===== config.mk =====
export PLATFORM = sky130hd
export DESIGN_NAME = cbr_comb_core_flat
export DESIGN_NICKNAME = d
export VERILOG_FILES = /design/src/hw/rtl/cbr_pkg.sv /design/src/hw/rtl/cbr_if.sv /design/src/hw/rtl/cbr_comb_core.sv /design/src/flat_wrapper.sv
export SDC_FILE = /design/constraint.sdc
export NUM_CORES = 2
export LEC_CHECK = 0
export ABC_AREA = 1
export ABC_CLOCK_PERIOD_IN_PS = 19800
export BUFFER_PORTS_ARGS = -buffer_cell sky130_fd_sc_hd__clkbuf_2
export CORE_AREA = 3 3 333 171
export CTS_CLUSTER_SIZE = 40
export DETAILED_ROUTE_END_ITERATION = 10
export DIE_AREA = 0 0 336 174
export GPL_ROUTABILITY_DRIVEN = 1
export PLACE_DENSITY = 0.82
export SYNTH_ARGS = -nofsm -noshare
export SYNTH_HDL_FRONTEND = slang
export SYNTH_SLANG_ARGS = --single-unit

===== constraint.sdc =====
create_clock -name clk -period 19.8 [get_ports clk]
set_clock_uncertainty 0.1 [all_clocks]
set_input_delay 0.99 -clock clk [delete_from_list [all_inputs] [get_ports clk]]
set_output_delay 0.99 -clock clk [all_outputs]
set_load 0.02 [all_outputs]

===== src/hw/rtl/cbr_pkg.sv =====
// shared constants, types and the line length table of the comb bank reverb
`default_nettype none

package cbr_pkg;

  localparam int TAPS        = 4;
  localparam int FRAC_BITS   = 12;
  localparam int LINE_DEPTH  = 1024;
  localparam int STORE_WIDTH = 20;

  localparam int NUM_LINES  = 4;
  localparam int LINE_SEL_W = $clog2(NUM_LINES);
  localparam int PTR_W      = $clog2(LINE_DEPTH);
  localparam int ADDR_W     = LINE_SEL_W + PTR_W;
  localparam int MEM_DEPTH  = NUM_LINES * LINE_DEPTH;

  localparam int SAMPLE_W   = 13;
  localparam int GAIN_W     = 13;
  localparam int ROOM_W     = 4;
  localparam int CFG_IDX_W  = 3;
  localparam int CFG_DATA_W = 13;

  localparam logic [ROOM_W-1:0] MAX_ROOM   = 4'd8;
  localparam logic [ROOM_W-1:0] ROOM_RESET = 4'd3;
  localparam logic [GAIN_W-1:0] MIX_RESET  = 13'd2048;

  // register indexes of the configuration port
  typedef enum logic [CFG_IDX_W-1:0] {
    CFG_ROOM_SIZE = 3'd0,
    CFG_TAP0_GAIN = 3'd1,
    CFG_TAP1_GAIN = 3'd2,
    CFG_TAP2_GAIN = 3'd3,
    CFG_TAP3_GAIN = 3'd4,
    CFG_MIX_GAIN  = 3'd5
  } cfg_reg_t;

  typedef struct packed {
    logic [ROOM_W-1:0]                 room_size;
    logic [NUM_LINES-1:0][GAIN_W-1:0]  tap_gain;
    logic [GAIN_W-1:0]                 mix_gain;
  } cfg_t;

  typedef struct packed {
    logic                   rd_en;
    logic [ADDR_W-1:0]      rd_addr;
    logic                   wr_en;
    logic [ADDR_W-1:0]      wr_addr;
    logic [STORE_WIDTH-1:0] wr_data;
  } mem_req_t;

  // prime delay lengths, indexed by room size plus tap offset
  function automatic logic [PTR_W-1:0] prime_len(input logic [3:0] idx);
    logic [PTR_W-1:0] len;
    unique case (idx)
      4'd0:    len = 10'd241;
      4'd1:    len = 10'd269;
      4'd2:    len = 10'd293;
      4'd3:    len = 10'd331;
      4'd4:    len = 10'd367;
      4'd5:    len = 10'd409;
      4'd6:    len = 10'd457;
      4'd7:    len = 10'd509;
      4'd8:    len = 10'd563;
      4'd9:    len = 10'd631;
      4'd10:   len = 10'd701;
      4'd11:   len = 10'd773;
      4'd12:   len = 10'd863;
      4'd13:   len = 10'd953;
      default: len = 10'd953;
    endcase
    return len;
  endfunction

endpackage

`default_nettype wire


===== src/hw/rtl/cbr_if.sv =====
// valid/ready stream interfaces for the sample input and output channels
`default_nettype none

interface cbr_in_if;
  import cbr_pkg::*;
  logic                       valid;
  logic                       ready;
  logic signed [SAMPLE_W-1:0] sample_in;

  modport source (output valid, output sample_in, input ready);
  modport sink   (input valid, input sample_in, output ready);
endinterface

interface cbr_out_if;
  import cbr_pkg::*;
  logic                       valid;
  logic                       ready;
  logic signed [SAMPLE_W-1:0] sample_out;

  modport source (output valid, output sample_out, input ready);
  modport sink   (input valid, input sample_out, output ready);
endinterface

`default_nettype wire


===== src/hw/rtl/cbr_comb_core.sv =====
// comb sequencer: pointer update, read-multiply-writeback per tap, mix and output
`default_nettype none

module cbr_comb_core import cbr_pkg::*; (
  input  wire logic                   clk,
  input  wire logic                   rst_n,
  input  wire cfg_t                   cfg,
  input  wire logic                   init_done,
  output mem_req_t                    mem_req,
  input  wire logic [STORE_WIDTH-1:0] mem_rdata,
  cbr_in_if.sink                      in_chan,
  cbr_out_if.source                   out_chan
);

  localparam int PROD_W = STORE_WIDTH + GAIN_W + 1;
  localparam int X_W    = PROD_W - FRAC_BITS;
  localparam int WSUM_W = X_W + 1;
  localparam int SUM_W  = X_W + LINE_SEL_W;
  localparam int MIX_W  = SUM_W + GAIN_W + 1;
  localparam int RES_W  = MIX_W - FRAC_BITS + 1;

  localparam logic signed [WSUM_W-1:0] ST_MAX =
    $signed({{(WSUM_W-STORE_WIDTH+1){1'b0}}, {(STORE_WIDTH-1){1'b1}}});
  localparam logic signed [WSUM_W-1:0] ST_MIN = ~ST_MAX;
  localparam logic signed [RES_W-1:0] OUT_MAX =
    $signed({{(RES_W-SAMPLE_W+1){1'b0}}, {(SAMPLE_W-1){1'b1}}});
  localparam logic signed [RES_W-1:0] OUT_MIN = ~OUT_MAX;
  localparam logic [LINE_SEL_W-1:0] LAST_TAP = LINE_SEL_W'(TAPS - 1);

  typedef enum logic [3:0] {
    ST_IDLE   = 4'b0001,
    ST_ISSUE  = 4'b0010,
    ST_DRAIN  = 4'b0100,
    ST_FINISH = 4'b1000
  } core_state_t;

  core_state_t                state_r, state_nxt;
  logic [LINE_SEL_W-1:0]      k_r, k_nxt;
  logic [PTR_W-1:0]           line_ptr_r [NUM_LINES];
  logic [PTR_W-1:0]           line_ptr_nxt [NUM_LINES];
  logic signed [SAMPLE_W-1:0] dry_r, dry_nxt;
  logic signed [SUM_W-1:0]    sum_r, sum_nxt;
  logic                       v1_r, v2_r;
  logic [LINE_SEL_W-1:0]      k1_r;
  logic [ADDR_W-1:0]          a1_r, a2_r;
  logic signed [PROD_W-1:0]   prod_r, prod_nxt;
  logic signed [MIX_W-1:0]    mix_r, mix_nxt;
  logic                       out_valid_r, out_valid_nxt;
  logic signed [SAMPLE_W-1:0] out_sample_r, out_sample_nxt;

  logic                       accept, issue, pipe_empty, load_out;
  logic [ROOM_W-1:0]          size_eff;
  logic [3:0]                 len_idx;
  logic [PTR_W-1:0]           cur_len, cur_ptr, ptr_next;
  logic [PTR_W:0]             ptr_inc;
  logic signed [X_W-1:0]      x_val;
  logic signed [WSUM_W-1:0]   wsum;
  logic [STORE_WIDTH-1:0]     wr_val;
  logic signed [RES_W-1:0]    res;
  logic signed [SAMPLE_W-1:0] res_clamped;

  assign accept     = in_chan.valid && in_chan.ready;
  assign issue      = (state_r == ST_ISSUE);
  assign pipe_empty = !v1_r && !v2_r;
  assign load_out   = (state_r == ST_FINISH) && (!out_valid_r || out_chan.ready);

  // line length and pointer wrap for the tap being issued
  always_comb begin
    size_eff = (cfg.room_size > MAX_ROOM) ? MAX_ROOM : cfg.room_size;
    len_idx  = size_eff + 4'(k_r) + ((k_r != '0) ? 4'd2 : 4'd0);
    cur_len  = prime_len(len_idx);
    cur_ptr  = line_ptr_r[k_r];
    ptr_inc  = {1'b0, cur_ptr} + 1'b1;
    ptr_next = (ptr_inc >= {1'b0, cur_len}) ? '0 : ptr_inc[PTR_W-1:0];
    for (int i = 0; i < NUM_LINES; i++) begin
      line_ptr_nxt[i] = line_ptr_r[i];
    end
    if (issue) begin
      line_ptr_nxt[k_r] = ptr_next;
    end
  end

  // stage 1: scale the cell read back from the store
  assign prod_nxt = $signed(mem_rdata) * $signed({1'b0, cfg.tap_gain[k1_r]});

  // stage 2: floor shift, feed back the dry sample and saturate
  always_comb begin
    x_val = $signed(prod_r[PROD_W-1:FRAC_BITS]);
    wsum  = WSUM_W'(dry_r) + WSUM_W'(x_val);
    if (wsum > ST_MAX) begin
      wr_val = ST_MAX[STORE_WIDTH-1:0];
    end else if (wsum < ST_MIN) begin
      wr_val = ST_MIN[STORE_WIDTH-1:0];
    end else begin
      wr_val = wsum[STORE_WIDTH-1:0];
    end
  end

  always_comb begin
    mem_req.rd_en   = issue;
    mem_req.rd_addr = {k_r, cur_ptr};
    mem_req.wr_en   = v2_r;
    mem_req.wr_addr = a2_r;
    mem_req.wr_data = wr_val;
  end

  // final mix and clamp
  always_comb begin
    res = RES_W'(dry_r) + RES_W'($signed(mix_r[MIX_W-1:FRAC_BITS]));
    if (res > OUT_MAX) begin
      res_clamped = OUT_MAX[SAMPLE_W-1:0];
    end else if (res < OUT_MIN) begin
      res_clamped = OUT_MIN[SAMPLE_W-1:0];
    end else begin
      res_clamped = res[SAMPLE_W-1:0];
    end
  end

  assign mix_nxt = $signed(sum_r) * $signed({1'b0, cfg.mix_gain});

  always_comb begin
    state_nxt      = state_r;
    k_nxt          = k_r;
    dry_nxt        = dry_r;
    sum_nxt        = sum_r;
    out_valid_nxt  = out_valid_r;
    out_sample_nxt = out_sample_r;
    if (v2_r) begin
      sum_nxt = sum_r + SUM_W'(x_val);
    end
    if (out_chan.ready) begin
      out_valid_nxt = 1'b0;
    end
    unique case (state_r)
      ST_IDLE: begin
        if (accept) begin
          dry_nxt   = in_chan.sample_in;
          sum_nxt   = '0;
          k_nxt     = '0;
          state_nxt = ST_ISSUE;
        end
      end
      ST_ISSUE: begin
        k_nxt = k_r + 1'b1;
        if (k_r == LAST_TAP) begin
          state_nxt = ST_DRAIN;
        end
      end
      ST_DRAIN: begin
        if (pipe_empty) begin
          state_nxt = ST_FINISH;
        end
      end
      ST_FINISH: begin
        if (load_out) begin
          out_valid_nxt  = 1'b1;
          out_sample_nxt = res_clamped;
          state_nxt      = ST_IDLE;
        end
      end
      default: state_nxt = ST_IDLE;
    endcase
  end

  always_ff @(posedge clk) begin
    if (!rst_n) begin
      state_r     <= ST_IDLE;
      k_r         <= '0;
      v1_r        <= 1'b0;
      v2_r        <= 1'b0;
      out_valid_r <= 1'b0;
      for (int i = 0; i < NUM_LINES; i++) begin
        line_ptr_r[i] <= '0;
      end
    end else begin
      state_r     <= state_nxt;
      k_r         <= k_nxt;
      v1_r        <= issue;
      v2_r        <= v1_r;
      out_valid_r <= out_valid_nxt;
      for (int i = 0; i < NUM_LINES; i++) begin
        line_ptr_r[i] <= line_ptr_nxt[i];
      end
    end
  end

  always_ff @(posedge clk) begin
    dry_r        <= dry_nxt;
    sum_r        <= sum_nxt;
    k1_r         <= k_r;
    a1_r         <= mem_req.rd_addr;
    a2_r         <= a1_r;
    prod_r       <= prod_nxt;
    out_sample_r <= out_sample_nxt;
    if (state_r == ST_DRAIN) begin
      mix_r <= mix_nxt;
    end
  end

  assign in_chan.ready       = (state_r == ST_IDLE) && init_done;
  assign out_chan.valid      = out_valid_r;
  assign out_chan.sample_out = out_sample_r;

  a_no_write_in_clear: assert property (@(posedge clk) disable iff (!rst_n)
    !init_done |-> !mem_req.wr_en)
    else $error("delay store written during clearing pass");

  a_accept_starts_issue: assert property (@(posedge clk) disable iff (!rst_n)
    accept |=> (state_r == ST_ISSUE) && (k_r == '0))
    else $error("accepted sample did not start tap issue");

  a_pipe_order: assert property (@(posedge clk) disable iff (!rst_n)
    v2_r |-> $past(v1_r))
    else $error("writeback without a preceding read");

  a_no_same_cell: assert property (@(posedge clk) disable iff (!rst_n)
    (mem_req.rd_en && mem_req.wr_en) |-> (mem_req.rd_addr != mem_req.wr_addr))
    else $error("read and write of one delay cell in the same cycle");

endmodule

`default_nettype wire


===== src/flat_wrapper.sv =====
// flat-port wrapper written by rule: the top's interface ports become plain ports
module cbr_comb_core_flat import cbr_pkg::*;
  (clk, rst_n, cfg, init_done, mem_req, mem_rdata, in_chan_valid, in_chan_sample_in, in_chan_ready, out_chan_valid, out_chan_sample_out, out_chan_ready);
  cbr_in_if in_chan_i ();
  cbr_out_if out_chan_i ();
  input  wire logic clk;
  input  wire logic rst_n;
  input  wire cfg_t cfg;
  input  wire logic init_done;
  output mem_req_t mem_req;
  input  wire logic [STORE_WIDTH-1:0] mem_rdata;
  input wire logic [$bits(in_chan_i.valid)-1:0] in_chan_valid;
  input wire logic [$bits(in_chan_i.sample_in)-1:0] in_chan_sample_in;
  output wire logic [$bits(in_chan_i.ready)-1:0] in_chan_ready;
  output wire logic [$bits(out_chan_i.valid)-1:0] out_chan_valid;
  output wire logic [$bits(out_chan_i.sample_out)-1:0] out_chan_sample_out;
  input wire logic [$bits(out_chan_i.ready)-1:0] out_chan_ready;
  assign in_chan_i.valid = in_chan_valid;
  assign in_chan_i.sample_in = in_chan_sample_in;
  assign in_chan_ready = in_chan_i.ready;
  assign out_chan_valid = out_chan_i.valid;
  assign out_chan_sample_out = out_chan_i.sample_out;
  assign out_chan_i.ready = out_chan_ready;
  cbr_comb_core u_core (.clk(clk), .rst_n(rst_n), .cfg(cfg), .init_done(init_done), .mem_req(mem_req), .mem_rdata(mem_rdata), .in_chan(in_chan_i), .out_chan(out_chan_i));
endmodule

Word level (Yosys, flattened, before mapping). Memories as Yosys holds them, arrays and structs flattened. A register that Yosys moved wholly into a read port is not among the register bits. Cells that the tools add are included.

Register bits: 157. Memory bits (writable): 40. ROM bits: 144. Output and inout port bits: 61. Word-level logic and storage cells: 95. Memories kept: 2.

Add/sub/neg operators: 7. Multiply operators: 2. $lt $le $gt $ge: 9. Equality and inequality tests: 9. Muxes and demuxes: 33. Bitwise gates (word level): 5. Reduce and logical (&&, ||, !) cells: 15.

Memory list: (name not given) (words 16, bits a word 9, read ports 1, clocked after Yosys merged registers in 0, wr ports 0, line cbr_pkg.sv:54) `unique case (idx)`; u_core.line_ptr_r (words 4, bits a word 10, read ports 5, clocked after Yosys merged registers in 1, wr ports 4, line cbr_comb_core.sv:39) `logic [PTR_W-1:0] line_ptr_r [NUM_LINES];`.

Operator list (count): $mux 24 (3); $mux 10 (6); $bwmux 40 (1); $mux 20 (2); $mux 40 (1); $mul 24x14->38 (1); $mul 20x14->34 (1); $add 13x26->27 (1); $gt 27x13->1 const B (1); $lt 27x13->1 const B (1); $bmux 13 s2 (1); $mux 13 (2); $add 24x22->24 (1); $add 13x22->23 (1); $gt 23x20->1 const B (1); $lt 23x20->1 const B (1); $demux 10 s2 (1); $mux 4 (5); $pmux 4 s4 (1); $add 10x1->11 const B (1); $ge 11x10->1 (1); $mux 2 (4); $ne 2x1->1 const B (3); $reduce_and 2->1 (3); 22 further kinds (36).

Depth between registers and ports, before layout. An unclocked memory read counts as a cell.

Word-level depth: 10. Mapped depth: 32.

Worst setup path before layout. No wires, ideal clock.

Path kind: input-to-reg. Start point: in cfg[3] in the netlist's numbering. End point: reg u_core.mix_r[36], data pin. Library setup time: 0.265 ns. Arrival time: 6.061 ns. Required time: 19.435 ns. Setup slack: 13.374 ns. Stages: 21. Path buffers: 1. Path through: clkbuf_1 nand2_1 fa_1 inv_1 fa_1 inv_1 fa_1 inv_1 fa_1 inv_1 fa_1 fa_1 inv_1 ha_1 nand2_1 nor2_1 inv_1 nor3_1 nand4_1 o211ai_1 xor2_1.

Cells in the longest elaborated chain, start to end: 1.

Ends and longest elaborated chain: from (decl) (line flat_wrapper.sv:8) `input wire cfg_t cfg;`; $mul 24x14->38 (line cbr_comb_core.sv:119) `assign mix_nxt = $signed(sum_r) * $signed({1'b0, cfg.mix_gain});`; net u_core.mix_nxt[36] (line cbr_comb_core.sv:47) `logic signed [MIX_W-1:0] mix_r, mix_nxt;`; to (signal assigned) (line cbr_comb_core.sv:196) `mix_r <= mix_nxt;`; to (decl) (line cbr_comb_core.sv:47).

The timed path passes the listed nets, and every way through them passes these cells. A chain may end at the register's enable or synchronous reset.

Final worst setup path.
Start point: reg u_core.k1_r[0]. End point: reg u_core.prod_r[32].

Cells in the longest elaborated chain, start to end: 3.

Ends and longest elaborated chain: from (decl) (line cbr_comb_core.sv:44) `logic [LINE_SEL_W-1:0] k1_r;`; from (signal assigned) (line cbr_comb_core.sv:190) `k1_r <= k_r;`; $bmux 13 s2 (line cbr_comb_core.sv:84) `assign prod_nxt = $signed(mem_rdata) * $signed({1'b0, cfg.tap_gain[k1_r]});`; $mux 13 (implied by the code) (line cbr_comb_core.sv:84); $mul 20x14->34 (line cbr_comb_core.sv:84); net u_core.prod_nxt[32] (line cbr_comb_core.sv:46) `logic signed [PROD_W-1:0] prod_r, prod_nxt;`; to (signal assigned) (line cbr_comb_core.sv:193) `prod_r <= prod_nxt;`; to (decl) (line cbr_comb_core.sv:46).

The timed path passes the listed nets, and every way through them passes these cells. The select of a mux whose other input is x is not followed.

==> impl_results.md <==
* Status: finished clean
* Initial antenna violation count at 1
* Fmax at 132 MHz
* WS Path Type: reg2reg
* Normalized max-slew margin at 0.264
* Core area at 53800 um2
* GRT overflow at 0
* Mapped Area at about 33000 um2
* Yosys warning count at 0
* EDFF count, synth at 52
* Hold_sp: u_core.a1_r[2]
* Startpoint types: register
* Fillers at approximately 4.7k
* H-tree depth at 4
* Chip height at 174 um
* Syn-to-layout area delta at 5.69%
* Crit-path max cell delay at roughly 0.7 ns
* First-pass GRT wire length at 150000 um
* Async SR Flop Fraction at 0
* Number of clock sinks at 173
* Slowest CP cell: fa_1
* Seq/Total Area, Yosys at 0.121
* Setup crit end kind: register
* CTS max path bufs at 2
* Total CTS buffers at 17
* Number of buffers added on ports at 167
* Slew Viols, Final at 0
* Worst Reg-to-Reg Cells at 25
* DP HPWL at 75300 um
* Mean Syn Cell Area at 7.48 um2
* HP Class: reg2reg
* Fin crit share at 0.384
* First-pass iteration count of the detailed router at 6
* Final setup viols at 0
* Top post-synthesis cells by area: fa_1 33%, nand2_1 13%, inv_1 12%, ha_1 9.9%, dfxtp_1 7.4%
* Cell Rows at 60
* Largest area contributor in the netlist: fa_1
* Post-CTS resize count at 0
* Cells after Synth at 4392
* Library cells used by synthesis at 69
* Routed WL at ~92000 um
* Multi-input gate area at 24300 um2
* RSZ-0062 raised after global routing: no
* Final TNS setup at 0 ns
* Post-synth top area share at 0.328
* Hold depth at 0
* Post-route ant nets at 0
* Reg-to-Reg End: u_core.prod_r[32]
* Vias in the first global route at 29.5k
* Worst hold margin at roughly 0.23 ns
* Measured slew at the worst slew-check pin at between 1 and 1.5 ns
* DR vias at 28.7k
* Ant. Diodes at 0
* CTS tree: yes
* Fin. Hold Viols at 0
* Vias per cell at about 5.5
* Ports at about 170
* Layout cells sized above 1 at 0.0599
* Initial core utilization at 0.612
* Placer Congestion at 0.997
* Starting DRT DRC Count at around 2.4k
* Synthesized flop and latch total at 173
* Die X-Extent at 336 um
* DR DRC count at 0
* Crit path arrival time at just under 8 ns
* Largest net degree at the start of global routing at 46
* Clock Latency Late Sink at 0.46 ns
* Clk slew on worst S/H paths at 0.07 ns
* Hold worst-path end: u_core.a2_r[2]
* Peak fanout along the critical path at 28
* Register-to-Register Setup Slack at around 12 ns
* Max Cap Violations at 0
* Die ar. at roughly 60000 um2
* Post-synth top cells: 1105 x nand2_1, 1067 x inv_1, 539 x fa_1, 328 x nor2_1, 259 x ha_1
* Most common cell in the netlist: nand2_1
* Nets@finish at 5382
* Post-Syn Nets at 5297
* Register Area at roughly 4000 um2
* Ys flop type: dfxtp_1
* Postcts setup bufs at 0
* CP Data Required Time at 20.05 ns
* Total track usage at 0.322
* Average routed wire per standard cell at 17.6 um
* Clk root buf: clkbuf_16
* CTS Hold Bufs at 0
* Minimum clock period at 7.60 ns
* RR Startpoint: u_core.k1_r[0]
placed cells by master, fill, tap and decap left out, drive strengths merged, types with 3 or more instances in the layout:
master / n
nor2: 337
xnor2: 22
nor4: 9
buf: 12
fa: 539
a21o: 10
a31oi: 12
o211ai: 25
clkbuf: 185
o21a: 10
nor3: 21
a21boi: 6
nand2: 1113
o21ai: 146
ha: 259
nand3b: 9
nand3: 139
a31o: 4
a21oi: 196
a32oi: 3
a211oi: 3
clkinv: 13
nand4: 45
a221oi: 3
o21bai: 10
and2: 7
or2: 8
dfxtp: 121
xor2: 72
inv: 1084
edfxtp: 52
flip-flops by register name, summed over array words and instances (netlist names), named ones only:
register                    cells
u_core.out_chan.sample_out     13
u_core.dry_r                   13
u_core.v1_r                     1
u_core.v2_r                     1
u_core.a2_r                    12
u_core.state_r                  4
u_core.a1_r                    11
u_core.line_ptr_r              40
u_core.k_r                      2
u_core.sum_r                   24
u_core.k1_r                     1
u_core.prod_r                  22
u_core.mix_r                   26
u_core.out_chan.valid           1
worst max-delay path: cells and delay by family (launching register included):
family | cells | cell delay, ns
flip-flops | 1 | 0.32
buffers and inverters | 7 | 1.40
adder cells (fa/ha/maj) | 7 | 3.50
AND/OR/NAND/NOR | 8 | 1.36
AO/OA/AOI/OAI | 3 | 0.82
routing by layer:
| layer | share of wire | track usage | up-vias |
|---|---|---|---|
| li1 | - | - | 13400 |
| met1 | 0.40 | 0.423 | 13800 |
| met2 | 0.48 | 0.542 | 1267 |
| met3 | 0.088 | 0.0509 | 245 |
| met4 | 0.035 | 0.114 | 0 |
| met5 | 0 | 0 | - |
how the worst max path moves through the flow:
stage / start / to / slack, ns / depth (start not counted)
4_1_cts: u_core.k1_r[0] / u_core.prod_r[32] / 12.34 / 25
3_3_place_gp: cfg[2] / u_core.mix_r[36] / 12.52 / 21
6_report: u_core.k1_r[0] / u_core.prod_r[32] / 12.20 / 25
5_1_grt: u_core.k1_r[0] / u_core.prod_r[32] / 11.79 / 25
2_1_floorplan: cfg[3] / u_core.mix_r[36] / 13.37 / 21
3_5_place_dp: cfg[28] / u_core.prod_r[32] / 12.33 / 24
area by class of cell:
type                    count  area share
inverters                1084       0.117
repair buffers            179      0.0267
flip-flops and latches    173       0.115
clock buffers              18      0.0124
clock inverters            13     0.00349
well taps                 713      0.0257
multi-input cells        3022       0.700
through the flow:
stage / area, um2 / setup slack [ns] / cells / utilization
floorplan: 32900 / 13.37 / 4392 / -
global placement: 34200 / 12.52 / 5171 / 0.636
detailed placement: 34200 / 12.33 / 5171 / 0.636
CTS: 34700 / 12.34 / 5202 / 0.646
global route: 34700 / 11.79 / 5202 / 0.646
finish: 34700 / 12.20 / 5202 / 0.646
kinds of logic (layout without fill, tap and decap cells):
kind of cell | count (synthesis) | after routing | synth area share
buffers and inverters | 1197 | 1294 | 0.139
flip-flops | 173 | 173 | 0.121
AND/OR/NAND/NOR | 1690 | 1690 | 0.210
adder cells (fa/ha/maj) | 798 | 798 | 0.427
XOR/XNOR | 94 | 94 | 0.0255
AO/OA/AOI/OAI | 440 | 440 | 0.0769
Power is not shown: default switching activity piles up to over one toggle a cycle in this logic, so the estimate is an artifact.
